--- src/hdl/imhq_ram.sv ---
// generic single-port ram with registered read
module imhq_ram #(
    parameter int unsigned WIDTH = 8,
    parameter int unsigned DEPTH = 16
) (
    input  logic                     i_clk,
    input  logic                     i_we,
    input  logic [$clog2(DEPTH)-1:0] i_addr,
    input  logic [WIDTH-1:0]         i_wdata,
    output logic [WIDTH-1:0]         o_rdata
);
    logic [WIDTH-1:0] r_mem [DEPTH];
    logic [WIDTH-1:0] r_rdata;

    always_ff @(posedge i_clk) begin
        if (i_we) begin
            r_mem[i_addr] <= i_wdata;
        end
        r_rdata <= r_mem[i_addr];
    end

    assign o_rdata = r_rdata;
endmodule

--- config.mk ---
export PLATFORM = sky130hd
export DESIGN_NAME = imhq_ram
export DESIGN_NICKNAME = d
export VERILOG_FILES = /design/src/hdl/imhq_ram.sv
export SDC_FILE = /design/constraint.sdc
export NUM_CORES = 1
export LEC_CHECK = 0
export BUFFER_PORTS_ARGS = -buffer_cell sky130_fd_sc_hd__clkbuf_2
export CORE_MARGIN = 2
export CORE_UTILIZATION = 40
export CTS_BUF_LIST = sky130_fd_sc_hd__clkbuf_16
export DETAILED_ROUTE_END_ITERATION = 10
export RECOVER_POWER = 25
export REMOVE_ABC_BUFFERS = 1
export SETUP_SLACK_MARGIN = 0.3
export SLEW_MARGIN = 15
export SYNTH_ARGS = -nofsm -noshare
export SYNTH_HDL_FRONTEND = slang
export SYNTH_SLANG_ARGS = --single-unit
--- constraint.sdc ---
create_clock -name i_clk -period 4.2 [get_ports i_clk]
set_input_delay 1.26 -clock i_clk [delete_from_list [all_inputs] [get_ports i_clk]]
set_output_delay 1.26 -clock i_clk [all_outputs]
set_load 0.02 [all_outputs]
# Yosys cells after proc, flatten, opt, wreduce, memory -nomap -nowiden
# Memory sizes are Yosys's and may differ from the RTL's. A register that Yosys moved wholly into a read port is not among the register bits.
# Cells that the tools add are included.
# classes
mux,2
n_lt_le_gt_ge,0
n_eq_ne,0
n_div,0
multipliers,0
add_sub_neg,0
bitwise_logic,0
shifts,0
n_reduce_logical,0
# op_table
op,n
$mux 1,2
# totals
ram_bits,128
rom_bits,0
latchBits,0
word_cells,3
ff_bits,0
out_inout_bits,8
mem_count,1
# memory_table
name,words,width,rd,rd_ports_with_merged_regs,write_ports,line_no,source
r_mem,16,8,1,1,1,12,logic [WIDTH-1:0] r_mem [DEPTH];

# Logic depth before layout (Yosys ltp)
# depth
word_depth,2
depth_mapped,5

# Worst setup path before layout
# No wires, ideal clock.
# synth_timing
path_type,in2reg
start,input i_addr[2]
end,"memory r_mem[0][0], enable pin"
arrival_ps,2370
path_stages,2
n_path_buf,0
setup_slack_ps,1447
required_time_ps,3817
cell_sequence,or3b_2 > nor3_1
# synth_lines
element,line_no,source
start: declaration,8,"input logic [$clog2(DEPTH)-1:0] i_addr,"
end: declaration,12,
# Straight into the memory's write port.

# Final worst setup path
# layout_timing
start,input i_addr[0]
end,"memory r_mem[10][3], enable pin"
# Straight into the memory's write port.

==> flow_summary.ini <==
[placement]
hpwl_um = 5870
gp_congestion = 0.759
io_buffers = 21
place_ws_ns = 1.14

[route]
drt_iter0_markers = 228
routed_via_density = 5.13
ant_nets = 0
wl_per_cell_um = 20.5
routed_wl_um = 9480
first_pass_iters = 5
drcViolationCount = 0
via_count = 2368

[power]
ir_drop_v = 0.000340
power_density_nw_per_um2 = 513
p_leak_nw = 1.99

[global_routing]
antenna_found_initial = 0
grtUsageTotal_pct = 15.4
grt_pass1_wl_um = 14300
grt_max_degree = 29
grt_pass1_vias = 2363
grt.overflow.total = 0

[clock_tree]
cts_hold_buf = 0
clk_pin_slew_ns = 0.05
cts_made_buffers = 17
post_cts_resized = 0
clkSinkCount = 136
cts_tree = yes
clk_latency_ns = 0.41
ctsLongestPathBuffers = 2
htreeDepth = 4
cts-root-buf = clkbuf_16
post_cts_buffers = 0

[sta]
timing.final.ws_setup_ns = 1.59
skew_ns = 0.00869
slew_viol_final = 0
setup_tns_ns = 0
rsz0062_at_grt = false
finalCritPeriodShare_pct = 62.2
finalHoldViolCount = 0
period_minus_slack_ns = 2.61
worstMarginPinSlew_ns = 0.778
fmax_mhz = 383
report.final.setup_viol = 0
slew_headroom_pct = 48.0

[critical_path]
rr_worst_depth = 3
r2r_slack_ns = 2.80
r2r-end = o_rdata[5]
setup.worst_path.start_class = input port
startpoint = i_addr[0]
crit_path_cell_trace = clkbuf_2, buf_4, nand2b_1, nor2_1
r2r_start = r_mem[3][5]
crit_fanout = 14
critPathKind = in2reg
cp_slowest_stage_delay_ns = 0.57
crit_slowest_cell = nor2_1
required_ns = 4.23
cp_top_family = simple AND/OR/NAND/NOR gates
crit_buf_inv = 2
endpoint_kind = flop
cp.arrival_ns = 2.65

[logic_synthesis]
synth_cell_type_count = 18
synth_flop_cell = edfxtp_1
ys_warn_count = 0
yosys.area.top_type_share_pct = 75.9
ys_seq_area_share_pct = 79.0
syn_avg_cell_area_sq_um = 22.0
synthTopCellsByArea = edfxtp_1, mux4_2, dfxtp_1, a22oi_1, nor2_1
yosysTopAreaCell = edfxtp_1
synthCells = 230
async_flop_share_pct = 0
synth-edff-count = 128
syn_area_sq_um = 5070
yosys_register_bits = 136

[floorplanning]
start_util_pct = 40.5
core_area_sq_um = 12500
die_h_um = 117
die_w_um = 117
std_cell_rows = 41
ioPinCount = 22
die_area_sq_um = 13600

[layout]
regArea_sq_um = 4000
multi_input_area_sq_um = 1000
drive_above_1_share_pct = 31.7
area_delta_synth_final_pct = 19.0
fin_nets = 291
antenna_cells = 0
final_util_pct = 48.2
fill_cells = 1056

[worst_hold_path]
holdPathStages = 3
holdPathEnd = o_rdata[6]
hp-class = reg2reg
worstHoldStart = r_mem[14][6]

[run_status]
status = completed

[job]
maxCapViolCount = 0
[cells in the final DEF (no fill, tap or decap), types with 4 or more instances in the layout]
| cell | n |
|---|---|
| edfxtp_1 | 128 |
| dfxtp_1 | 8 |
| clkbuf_16 | 17 |
| nand2_1 | 9 |
| a22oi_1 | 16 |
| mux4_2 | 32 |
| clkbuf_2 | 16 |
| nor3_1 | 4 |
| nor2_1 | 13 |
| clkbuf_1 | 5 |
| inv_1 | 4 |
| buf_4 | 18 |
[synthesized netlist by cell type (2+ instances only)]
master and number:
nor2b_1 2, nand2b_1 2, dfxtp_1 8, mux4_2 32, nor3_1 4, nand2_1 9, a22oi_1 16, edfxtp_1 128
buf_6 2, nand3b_1 2, buf_1 4, buf_2 2, clkbuf_1 2, nor2_1 13
[cell type report]
class | instances | area share (%)
timing repair buffer | 39 | 3.88
tap | 172 | 3.57
clock inverter | 15 | 2.45
clock buffer | 17 | 7.06
multi-input combinational | 83 | 16.6
sequential | 136 | 66.4
[where the power goes]
| part | total, W | internal, W | leakage [nW] | switching (W) |
|---|---|---|---|---|
| clock network | 0.00142 | 0.000914 | 0.294 | 0.000508 |
| registers | 0.00153 | 0.00152 | 1.22 | 0.00000828 |
| logic | 0.000145 | 0.0000571 | 0.477 | 0.0000874 |
[cell families (layout without fill, tap and decap cells)]
| family | after synthesis | count (layout) | share of synthesized area [%] |
|---|---|---|---|
| muxes | 32 | 32 | 14.2 |
| and+or+nand+nor | 35 | 35 | 3.21 |
| DFF | 136 | 136 | 79.0 |
| AOI/OAI and AO/OA | 16 | 16 | 2.37 |
| buffers and inverters | 11 | 71 | 1.19 |
[layer usage]
layer / wire length, um / GRT usage [%] / up-vias
met4: 138 / 5.65 / 0
met5: 0 / 0 / -
met2: 4570 / 23.8 / 73
met3: 528 / 5.35 / 9
met1: 4250 / 20.5 / 1234
li1: - / - / 1052
[how the worst max path moves through the flow]
stage,end,cells after the start
after floorplan,r_mem[0][0],2
after CTS,r_mem[10][7],4
after detailed placement,r_mem[10][7],4
after global routing,r_mem[10][3],4
after global placement,o_rdata[5],5
final,r_mem[10][3],4
[registers in the layout, indices dropped and copies added (netlist names)]
name / flops
r_mem: 128
o_rdata: 8
[tightest hold or removal path, delay by kind of cell, from the launching register on]
family / cells / cell delay, ns
flops: 1 / 0.31
simple gates: 1 / 0.05
compound gates: 1 / 0.06
mux: 1 / 0.22
[per-stage QoR]
stage / power [W] / area (sq um) / instances / hold slack [ns]
global route: 0.00319 / 6030 / 462 / 0.696
CTS: 0.00312 / 6040 / 462 / 0.672
finish: 0.00309 / 6030 / 462 / 0.661
floorplan: 0.00163 / 5010 / 219 / 0.635
global placement: 0.00170 / 5460 / 430 / 0.654
detailed placement: 0.00170 / 5460 / 430 / 0.656
(Power assumes the default switching activity.)
